**src/hdl/smbst_pkg.sv**
```systemverilog
`default_nettype none

package smbst_pkg;

	// Width of the byte offset and structure start counters; they wrap.
	localparam int OFFSET_BITS = 16;
	// One more bit for the offset compares, so that a sum cannot wrap.
	localparam int CMP_W = OFFSET_BITS + 1;

	localparam int CFG_INDEX_W = 2;
	localparam int CFG_DATA_W  = 16;

	localparam logic [CFG_INDEX_W-1:0] REG_TARGET_TYPE    = 2'd0;
	localparam logic [CFG_INDEX_W-1:0] REG_TABLE_LENGTH   = 2'd1;
	localparam logic [CFG_INDEX_W-1:0] REG_MAX_STRUCTURES = 2'd2;

	localparam logic [7:0] END_OF_TABLE_TYPE = 8'd127;
	// Header bytes: type, formatted length, handle low, handle high.
	localparam logic [7:0] HEADER_BYTES = 8'd4;

	localparam logic EV_MATCH = 1'b0;
	localparam logic EV_END   = 1'b1;

	localparam logic [1:0] REASON_END_TYPE  = 2'd0;
	localparam logic [1:0] REASON_LENGTH    = 2'd1;
	localparam logic [1:0] REASON_COUNT     = 2'd2;
	localparam logic [1:0] REASON_MALFORMED = 2'd3;

	typedef enum logic [2:0] {
		PH_IDLE,
		PH_TYPE,
		PH_LEN,
		PH_HANDLE_LO,
		PH_HANDLE_HI,
		PH_BODY,
		PH_STRINGS
	} phase_t;

	typedef struct packed {
		logic [7:0]  target_type;
		logic [15:0] table_length;
		logic [15:0] max_structures;
	} cfg_regs_t;

	typedef struct packed {
		phase_t                 phase;
		logic [OFFSET_BITS-1:0] byte_offset;
		logic [OFFSET_BITS-1:0] structure_start;
		logic [15:0]            structure_count;
		logic [7:0]             formatted_length;
		logic                   previous_was_zero;
		logic                   walk_done;
	} walk_state_t;

	typedef struct packed {
		logic        event_kind;
		logic [15:0] structure_number;
		logic [15:0] start_offset;
		logic [1:0]  end_reason;
	} event_t;

endpackage

`default_nettype wire

```
**src/hdl/smbst_ifs.sv**
```systemverilog
`default_nettype none

interface smbst_byte_if;
	logic       valid;
	logic       ready;
	logic [7:0] data_byte;
	logic       first_byte;

	modport source (output valid, output data_byte, output first_byte, input ready);
	modport sink (input valid, input data_byte, input first_byte, output ready);
endinterface

interface smbst_event_if;
	logic        valid;
	logic        ready;
	logic        event_kind;
	logic [15:0] structure_number;
	logic [15:0] start_offset;
	logic [1:0]  end_reason;

	modport source (output valid, output event_kind, output structure_number,
		output start_offset, output end_reason, input ready);
	modport sink (input valid, input event_kind, input structure_number,
		input start_offset, input end_reason, output ready);
endinterface

interface smbst_cfg_if;
	logic        valid;
	logic        ready;
	logic [1:0]  reg_index;
	logic [15:0] wdata;

	modport source (output valid, output reg_index, output wdata, input ready);
	modport sink (input valid, input reg_index, input wdata, output ready);
endinterface

`default_nettype wire

```
**src/hdl/smbst_step.sv**
```systemverilog
`default_nettype none

module smbst_step
	import smbst_pkg::*;
(
	input  var cfg_regs_t   cfg_regs,
	input  var walk_state_t cur,
	input  var logic [7:0]  data_byte,
	input  var logic        first_byte,
	output walk_state_t     nxt,
	output logic            res_valid,
	output event_t          res
);

	walk_state_t eff;
	phase_t      nxt_phase;
	logic        nxt_done;

	logic                   rs_len_end;
	logic                   rs_stop;
	logic                   active;
	logic [OFFSET_BITS-1:0] pos_next;
	logic [CMP_W-1:0]       pos_inc_w;
	logic [CMP_W-1:0]       tl_w;
	logic                   len_small;
	logic                   len_past;
	logic                   body_last;
	logic                   dbl_zero;
	logic                   next_len_end;
	logic                   count_end;
	logic                   table_last;
	logic [15:0]            count_inc;
	logic                   is_target;
	logic                   is_eot;

	// Restart view of the state on a first byte.
	always_comb begin
		eff = cur;
		if (first_byte) begin
			eff.phase             = PH_TYPE;
			eff.byte_offset       = '0;
			eff.structure_start   = '0;
			eff.structure_count   = '0;
			eff.formatted_length  = '0;
			eff.previous_was_zero = 1'b0;
			eff.walk_done         = 1'b0;
		end
	end

	assign tl_w         = CMP_W'(cfg_regs.table_length);
	assign rs_len_end   = tl_w <= CMP_W'(HEADER_BYTES);
	assign rs_stop      = first_byte && (rs_len_end || cfg_regs.max_structures == '0);
	assign active       = !rs_stop && (first_byte || !cur.walk_done);
	assign pos_next     = eff.byte_offset + 1'b1;
	assign pos_inc_w    = CMP_W'(eff.byte_offset) + CMP_W'(1);
	assign len_small    = data_byte < HEADER_BYTES;
	assign len_past     = CMP_W'(eff.structure_start) + CMP_W'(data_byte) + CMP_W'(1) >= tl_w;
	assign body_last    = pos_inc_w >=
		CMP_W'(eff.structure_start) + CMP_W'(eff.formatted_length);
	assign dbl_zero     = data_byte == 8'd0 && eff.previous_was_zero;
	assign next_len_end = CMP_W'(pos_next) + CMP_W'(HEADER_BYTES) >= tl_w;
	assign count_end    = eff.structure_count >= cfg_regs.max_structures;
	assign table_last   = pos_inc_w >= tl_w;
	assign count_inc    = eff.structure_count + 16'd1;
	assign is_target    = data_byte == cfg_regs.target_type;
	assign is_eot       = data_byte == END_OF_TABLE_TYPE;

	// Next phase and done flag.
	always_comb begin
		nxt_phase = eff.phase;
		nxt_done  = eff.walk_done;
		if (rs_stop) begin
			nxt_phase = PH_IDLE;
			nxt_done  = 1'b1;
		end else if (active) begin
			unique case (eff.phase)
				PH_TYPE: begin
					if (!is_target && is_eot) begin
						nxt_phase = PH_IDLE;
						nxt_done  = 1'b1;
					end else begin
						nxt_phase = PH_LEN;
					end
				end
				PH_LEN: begin
					if (len_small || len_past) begin
						nxt_phase = PH_IDLE;
						nxt_done  = 1'b1;
					end else begin
						nxt_phase = PH_HANDLE_LO;
					end
				end
				PH_HANDLE_LO: nxt_phase = PH_HANDLE_HI;
				PH_HANDLE_HI: begin
					nxt_phase = (eff.formatted_length == HEADER_BYTES) ? PH_STRINGS : PH_BODY;
				end
				PH_BODY: begin
					if (body_last)
						nxt_phase = PH_STRINGS;
				end
				PH_STRINGS: begin
					if (dbl_zero) begin
						if (next_len_end || count_end) begin
							nxt_phase = PH_IDLE;
							nxt_done  = 1'b1;
						end else begin
							nxt_phase = PH_TYPE;
						end
					end else if (table_last) begin
						nxt_phase = PH_IDLE;
						nxt_done  = 1'b1;
					end
				end
				default: begin
					nxt_phase = PH_IDLE;
					nxt_done  = 1'b1;
				end
			endcase
		end
	end

	// Counters and header fields.
	always_comb begin
		nxt           = eff;
		nxt.phase     = nxt_phase;
		nxt.walk_done = nxt_done;
		if (rs_stop || active)
			nxt.byte_offset = pos_next;
		if (active) begin
			case (eff.phase)
				PH_TYPE:      nxt.structure_count = count_inc;
				PH_LEN:       nxt.formatted_length = data_byte;
				PH_HANDLE_HI: nxt.previous_was_zero = 1'b0;
				PH_BODY: begin
					if (body_last)
						nxt.previous_was_zero = 1'b0;
				end
				PH_STRINGS: begin
					if (dbl_zero) begin
						nxt.structure_start   = pos_next;
						nxt.previous_was_zero = 1'b0;
					end else if (!table_last) begin
						nxt.previous_was_zero = data_byte == 8'd0;
					end
				end
				default: ;
			endcase
		end
	end

	// Result of this byte, if any.
	always_comb begin
		res_valid            = 1'b0;
		res.event_kind       = EV_END;
		res.structure_number = eff.structure_count;
		res.start_offset     = '0;
		res.end_reason       = REASON_END_TYPE;
		if (rs_stop) begin
			res_valid      = 1'b1;
			res.end_reason = rs_len_end ? REASON_LENGTH : REASON_COUNT;
		end else if (active) begin
			case (eff.phase)
				PH_TYPE: begin
					res.structure_number = count_inc;
					if (is_target) begin
						res_valid        = 1'b1;
						res.event_kind   = EV_MATCH;
						res.start_offset = 16'(eff.structure_start);
					end else if (is_eot) begin
						res_valid = 1'b1;
					end
				end
				PH_LEN: begin
					if (len_small) begin
						res_valid      = 1'b1;
						res.end_reason = REASON_MALFORMED;
					end else if (len_past) begin
						res_valid      = 1'b1;
						res.end_reason = REASON_LENGTH;
					end
				end
				PH_STRINGS: begin
					if (dbl_zero) begin
						if (next_len_end) begin
							res_valid      = 1'b1;
							res.end_reason = REASON_LENGTH;
						end else if (count_end) begin
							res_valid      = 1'b1;
							res.end_reason = REASON_COUNT;
						end
					end else if (table_last) begin
						res_valid      = 1'b1;
						res.end_reason = REASON_LENGTH;
					end
				end
				default: ;
			endcase
		end
	end

endmodule

`default_nettype wire

```
**src/hdl/smbios_structure_table_walker.sv**
```systemverilog
// Channel   Role    Handshake      Carries
// bytes     sink    valid/ready    data_byte, first_byte (table bytes in address order)
// events    source  valid/ready    event_kind, structure_number, start_offset, end_reason
// cfg       sink    valid/ready    reg_index, wdata (ready is always high)
//
// One table byte is taken every cycle unless a held event waits on events.ready;
// smbst_step does the per-byte walk update between the walk state and event registers.
// An event shows on the events channel in the cycle after the byte that caused it is taken.
// Reset clears the walk (done, idle) and the three registers to zero.
// A held event stalls the byte channel only while events.ready is low;
// when it is taken, a new byte is accepted in the same cycle.
`default_nettype none

module smbios_structure_table_walker
	import smbst_pkg::*;
(
	input  var logic       clk,
	input  var logic       arst_n,
	smbst_byte_if.sink     bytes,
	smbst_event_if.source  events,
	smbst_cfg_if.sink      cfg
);

	cfg_regs_t   cfg_q;
	walk_state_t walk_q;
	walk_state_t walk_nxt;
	event_t      ev_q;
	event_t      ev_nxt;
	logic        ev_valid_q;
	logic        ev_nxt_valid;
	logic        byte_req;

	// Configuration: always ready, write the register named by the index.
	assign cfg.ready = 1'b1;

	always_ff @(posedge clk or negedge arst_n) begin
		if (!arst_n) begin
			cfg_q <= '0;
		end else if (cfg.valid) begin
			unique case (cfg.reg_index)
				REG_TARGET_TYPE:    cfg_q.target_type    <= cfg.wdata[7:0];
				REG_TABLE_LENGTH:   cfg_q.table_length   <= cfg.wdata;
				REG_MAX_STRUCTURES: cfg_q.max_structures <= cfg.wdata;
				default: ;
			endcase
		end
	end

	// Take a byte whenever the event register is free or being emptied.
	assign bytes.ready = !ev_valid_q || events.ready;
	assign byte_req    = bytes.valid && bytes.ready;

	smbst_step u_step (
		.cfg_regs   (cfg_q),
		.cur        (walk_q),
		.data_byte  (bytes.data_byte),
		.first_byte (bytes.first_byte),
		.nxt        (walk_nxt),
		.res_valid  (ev_nxt_valid),
		.res        (ev_nxt)
	);

	// Walk state: advance only on an accepted byte request.
	always_ff @(posedge clk or negedge arst_n) begin
		if (!arst_n) begin
			walk_q.phase             <= PH_IDLE;
			walk_q.byte_offset       <= '0;
			walk_q.structure_start   <= '0;
			walk_q.structure_count   <= '0;
			walk_q.formatted_length  <= '0;
			walk_q.previous_was_zero <= 1'b0;
			walk_q.walk_done         <= 1'b1;
		end else if (byte_req) begin
			walk_q <= walk_nxt;
		end
	end

	// Event register: load on a byte that yields an event, drop once taken.
	always_ff @(posedge clk or negedge arst_n) begin
		if (!arst_n) begin
			ev_valid_q <= 1'b0;
		end else if (byte_req) begin
			ev_valid_q <= ev_nxt_valid;
		end else if (events.ready) begin
			ev_valid_q <= 1'b0;
		end
	end

	// Hold the payload while it waits; no reset needed.
	always_ff @(posedge clk) begin
		if (byte_req && ev_nxt_valid)
			ev_q <= ev_nxt;
	end

	assign events.valid            = ev_valid_q;
	assign events.event_kind       = ev_q.event_kind;
	assign events.structure_number = ev_q.structure_number;
	assign events.start_offset     = ev_q.start_offset;
	assign events.end_reason       = ev_q.end_reason;

endmodule

`default_nettype wire
```
**src/flat_wrapper.sv**
```systemverilog
// flat-port wrapper written by rule: the top's interface ports become plain ports
module smbios_structure_table_walker_flat import smbst_pkg::*;
  (clk, arst_n, bytes_valid, bytes_data_byte, bytes_first_byte, bytes_ready, events_valid, events_event_kind, events_structure_number, events_start_offset, events_end_reason, events_ready, cfg_valid, cfg_reg_index, cfg_wdata, cfg_ready);
  smbst_byte_if bytes_i ();
  smbst_event_if events_i ();
  smbst_cfg_if cfg_i ();
  input  var logic clk;
  input  var logic arst_n;
  input wire logic [$bits(bytes_i.valid)-1:0] bytes_valid;
  input wire logic [$bits(bytes_i.data_byte)-1:0] bytes_data_byte;
  input wire logic [$bits(bytes_i.first_byte)-1:0] bytes_first_byte;
  output wire logic [$bits(bytes_i.ready)-1:0] bytes_ready;
  output wire logic [$bits(events_i.valid)-1:0] events_valid;
  output wire logic [$bits(events_i.event_kind)-1:0] events_event_kind;
  output wire logic [$bits(events_i.structure_number)-1:0] events_structure_number;
  output wire logic [$bits(events_i.start_offset)-1:0] events_start_offset;
  output wire logic [$bits(events_i.end_reason)-1:0] events_end_reason;
  input wire logic [$bits(events_i.ready)-1:0] events_ready;
  input wire logic [$bits(cfg_i.valid)-1:0] cfg_valid;
  input wire logic [$bits(cfg_i.reg_index)-1:0] cfg_reg_index;
  input wire logic [$bits(cfg_i.wdata)-1:0] cfg_wdata;
  output wire logic [$bits(cfg_i.ready)-1:0] cfg_ready;
  assign bytes_i.valid = bytes_valid;
  assign bytes_i.data_byte = bytes_data_byte;
  assign bytes_i.first_byte = bytes_first_byte;
  assign bytes_ready = bytes_i.ready;
  assign events_valid = events_i.valid;
  assign events_event_kind = events_i.event_kind;
  assign events_structure_number = events_i.structure_number;
  assign events_start_offset = events_i.start_offset;
  assign events_end_reason = events_i.end_reason;
  assign events_i.ready = events_ready;
  assign cfg_i.valid = cfg_valid;
  assign cfg_i.reg_index = cfg_reg_index;
  assign cfg_i.wdata = cfg_wdata;
  assign cfg_ready = cfg_i.ready;
  smbios_structure_table_walker u_core (.clk(clk), .arst_n(arst_n), .bytes(bytes_i), .events(events_i), .cfg(cfg_i));
endmodule
```
**config.mk**
```make
export PLATFORM = sky130hd
export DESIGN_NAME = smbios_structure_table_walker_flat
export DESIGN_NICKNAME = d
export VERILOG_FILES = /design/src/hdl/smbst_pkg.sv /design/src/hdl/smbst_ifs.sv /design/src/hdl/smbst_step.sv /design/src/hdl/smbios_structure_table_walker.sv /design/src/flat_wrapper.sv
export SDC_FILE = /design/constraint.sdc
export NUM_CORES = 1
export LEC_CHECK = 0
export BUFFER_PORTS_ARGS = -buffer_cell sky130_fd_sc_hd__buf_2
export CAP_MARGIN = 20
export CORE_ASPECT_RATIO = 2
export CORE_MARGIN = 3
export CORE_UTILIZATION = 23
export CTS_CLUSTER_SIZE = 14
export DETAILED_ROUTE_END_ITERATION = 6
export PLACE_DENSITY_LB_ADDON = 0.1
export SLEW_MARGIN = 10
export SYNTH_ARGS = -nofsm -noshare
export SYNTH_HDL_FRONTEND = slang
export SYNTH_HIERARCHICAL = 1
export SYNTH_SLANG_ARGS = --single-unit
```
**constraint.sdc**
```tcl
create_clock -name clk -period 7.93 [get_ports clk]
set_input_delay 0.793 -clock clk [delete_from_list [all_inputs] [get_ports clk]]
set_output_delay 0.793 -clock clk [all_outputs]
set_load 0.02 [all_outputs]
```
==> results_dict.tcl <==
set metrics [dict create \
    whs_ns 0.213 \
    power.share.sequential_pct 37.8 \
    period_share_pct 75.5 \
    cap_violations 0 \
    grt_max_degree 62 \
    tightest_slew_ns 1.04 \
    tns_ns 0 \
    overflow 0 \
    synth_seq_cells 137 \
    grt_util_met3_pct 2.40 \
    combPwrFrac_pct 27.2 \
    h-tree-depth 4 \
    hp-class "input port to asynchronous set/reset pin" \
    clk_path_buf_depth 2 \
    switchingPower_uw 846 \
    cts_tree "done" \
    yosys_warnings 6 \
    critical_path.top_delay_family "compound AO/OA/AOI/OAI gates" \
    worst_setup_path_start_kind "input port" \
    post_cts_resized 0 \
    antenna_cells 0 \
    fillers 4800 \
    yosysUniqueCellTypes 82 \
    final-hold-violation-count 0 \
    clkLatencyLatePin_ns 0.45 \
    portBuffers 68 \
    hpwl_um 29000 \
    crit_buf_inv 4 \
    met1_usage_pct 16.9 \
    p_leak_uw 0.00545 \
    routed_wl_um 37100 \
    synth_edf_count 35 \
    cts_buffers 17 \
    drt-initial-drc-count 475 \
    status "complete, no violations" \
    dieArea_um2 48700 \
    clkTransAtPathRegs_ns 0.07 \
    synth_area_per_cell_um2 9.66 \
    fmax_mhz 167 \
    crit_fanout 40 \
    ant_nets 0 \
    grtUsageTotal_pct 15.6 \
    cp_slowest_cell "a31oi_1" \
    synth_fp_nets 1220 \
    dieHeight_um 309 \
    syn_area_um2 10600 \
    skew_ns 0.0137 \
    seq_area_um2 3600 \
    critPathArrivalTime_ns 6.10 \
    utilization_pct 26.7 \
    critPathKind "input port to register" \
    power_density_nw_per_um2 200 \
    post_cts_buffers 0 \
    grt_pass1_vias 8554 \
    via_per_inst 4.87 \
    use_met2_pct 29.3 \
    drc 0 \
    num_rows 110 \
    core_area_um2 45300 \
    synthToLayoutAreaGrowth_pct 14.2 \
    max_stage_delay_ns 0.50 \
    slew_viol_final 0 \
    synthFlopType "dfrtp_1" \
    initial_core_util_pct 23.3 \
    drive_gt1_share_pct 22.4 \
    drt-pass1-iter-count 5 \
    synth_cells 1094 \
    postCtsHoldBufs 0 \
    dr_total_vias 8369 \
    setup_violations 0 \
    ios 70 \
    slew_headroom_pct 30.7 \
    gp_congestion 0.826 \
    avgRoutedWirePerCell_um 21.6 \
    async_reset_ff_share_pct 74.5 \
    grt_pass1_wl_um 56000 \
    internal_power_uw 1560 \
    rsz0062_at_grt "false" \
    min_period_ns 5.99 \
    multiInputGateArea_um2 6530 \
    cts-root-buf "clkbuf_16" \
    antenna_found_initial 1 \
    layout.nets 1273 \
    top_usage_layer "met2" \
    crit_required_ns 8.04 \
    ir_worst_vdd_mv 0.154 \
    synth.yosys.seq_area_share_pct 34.1 \
    pwr-share-clk_pct 35.0 \
    cts_sinks 137 \
    sw_frac_of_total_pct 35.1 \
    cp-end-kind "register" \
    die_w_um 158 \
]
[final timing paths]
check,endpoint,slack [ns],depth (start not counted),start
worst min register to register,u_core/walk_q[29],0.50,1,u_core/walk_q[29]
worst max register to register,u_core/events.structure_number[3],2.17,17,u_core/walk_q[42]
min in group clk,u_core/walk_q[29],0.50,1,u_core/walk_q[29]
worst max-delay path,u_core/events.structure_number[3],1.94,25,bytes_first_byte
max in group asynchronous,u_core/walk_q[1],6.65,2,arst_n
worst min-delay path,u_core/walk_q[5],0.21,1,arst_n
[cells in the mapped netlist (6+ instances only)]
library cell	n	area share (%)
o21ai_0	34	1.6
xor2_1	37	3.1
dfrtp_1	101	24
edfxtp_1	35	9.9
nor2_1	84	3.0
nand4b_1	7	0.58
and3_1	20	1.2
ha_1	92	11
and2_1	7	0.41
buf_2	7	0.33
nand4_1	15	0.89
nand2b_1	8	0.47
buf_4	13	0.92
and4_1	7	0.58
inv_1	50	1.8
xnor2_1	51	4.2
clkbuf_1	19	0.67
mux2_2	116	12
nand3_1	37	1.8
a21o_1	13	0.92
nor3_1	23	1.1
buf_1	6	0.21
nor2b_1	45	2.7
nor4_1	9	0.53
a21oi_1	33	1.6
nand2_1	110	3.9
[cell type report]
cell class | instances | area share, %
multi-input combinational | 858 | 54.1
sequential | 137 | 29.9
tap | 560 | 5.81
clock buffer | 21 | 3.83
timing repair buffer | 82 | 3.73
inverter | 51 | 1.59
clock inverter | 11 | 1.11
[power groups by stage]
stage	sequential, uW	combinational, uW	clock, uW
finish	912	656	843
global route	926	733	904
CTS	913	669	880
detailed placement	928	664	0
global placement	927	664	0
floorplan	864	471	0
[cells in the final DEF, fill, tap and decap left out, types with 5 or more instances in the layout]
cell type  Yosys  layout
nor3_1        23      23
nand3_1       37      37
buf_2          7      66
dfrtp_1      101     101
and3_1        20      20
nor4_1         9       9
and2_1         7       7
nand4_1       15      15
nor2_1        84      84
o21ai_0       34      34
clkbuf_16      0      18
mux2i_1        5       5
nand4b_1       7       7
nor2b_1       45      43
a21o_1        13      13
xnor2_1       51      51
buf_4         13      16
xor2_1        37      37
a211oi_1       5       5
edfxtp_1      35      35
nand2b_1       8       8
and4_1         7       7
nand2_1      110     110
or3_1          5       5
inv_1         50      50
mux2_2       116     116
ha_1          92      92
a21oi_1       33      33
[stage by stage]
step                power, uW  instance area [um^2]  worst slack (ns)  std cells
finish                   2410                 12100              1.94       1720
detailed placement       1590                 11500              1.48       1688
CTS                      2460                 12100              1.96       1720
global route             2560                 12100              1.42       1720
global placement         1590                 11500              1.52       1688
floorplan                1340                 10600              1.01       1094
[cell families (layout without fill, tap and decap cells)]
group / after synthesis / count (layout) / share of synthesized area (%)
AO/OA/AOI/OAI: 143 / 143 / 9.48
XOR/XNOR: 88 / 88 / 7.29
adder cells (fa/ha/maj): 98 / 98 / 11.6
buffers and inverters: 99 / 165 / 4.27
flip-flops: 137 / 137 / 34.1
multiplexers: 121 / 121 / 12.8
other: 1 / 1 / 0.0355
AND/OR/NAND/NOR: 407 / 407 / 20.4
[layer usage]
metal | vias to the layer above | part of all wire (%)
met5 | - | 0
met4 | 0 | 4.3
met3 | 56 | 3.3
met2 | 198 | 54
met1 | 4095 | 38
li1 | 4020 | -
[state kept, by name, summed over array words and instances, names as in the netlist]
register                        flops
u_core/events.valid                 1
u_core/cfg_q                       40
u_core/walk_q                      61
u_core/events.event_kind            1
u_core/events.structure_number     16
u_core/events.end_reason            2
u_core/events.start_offset         16
No activity file was read; power rests on OpenSTA's default activity.
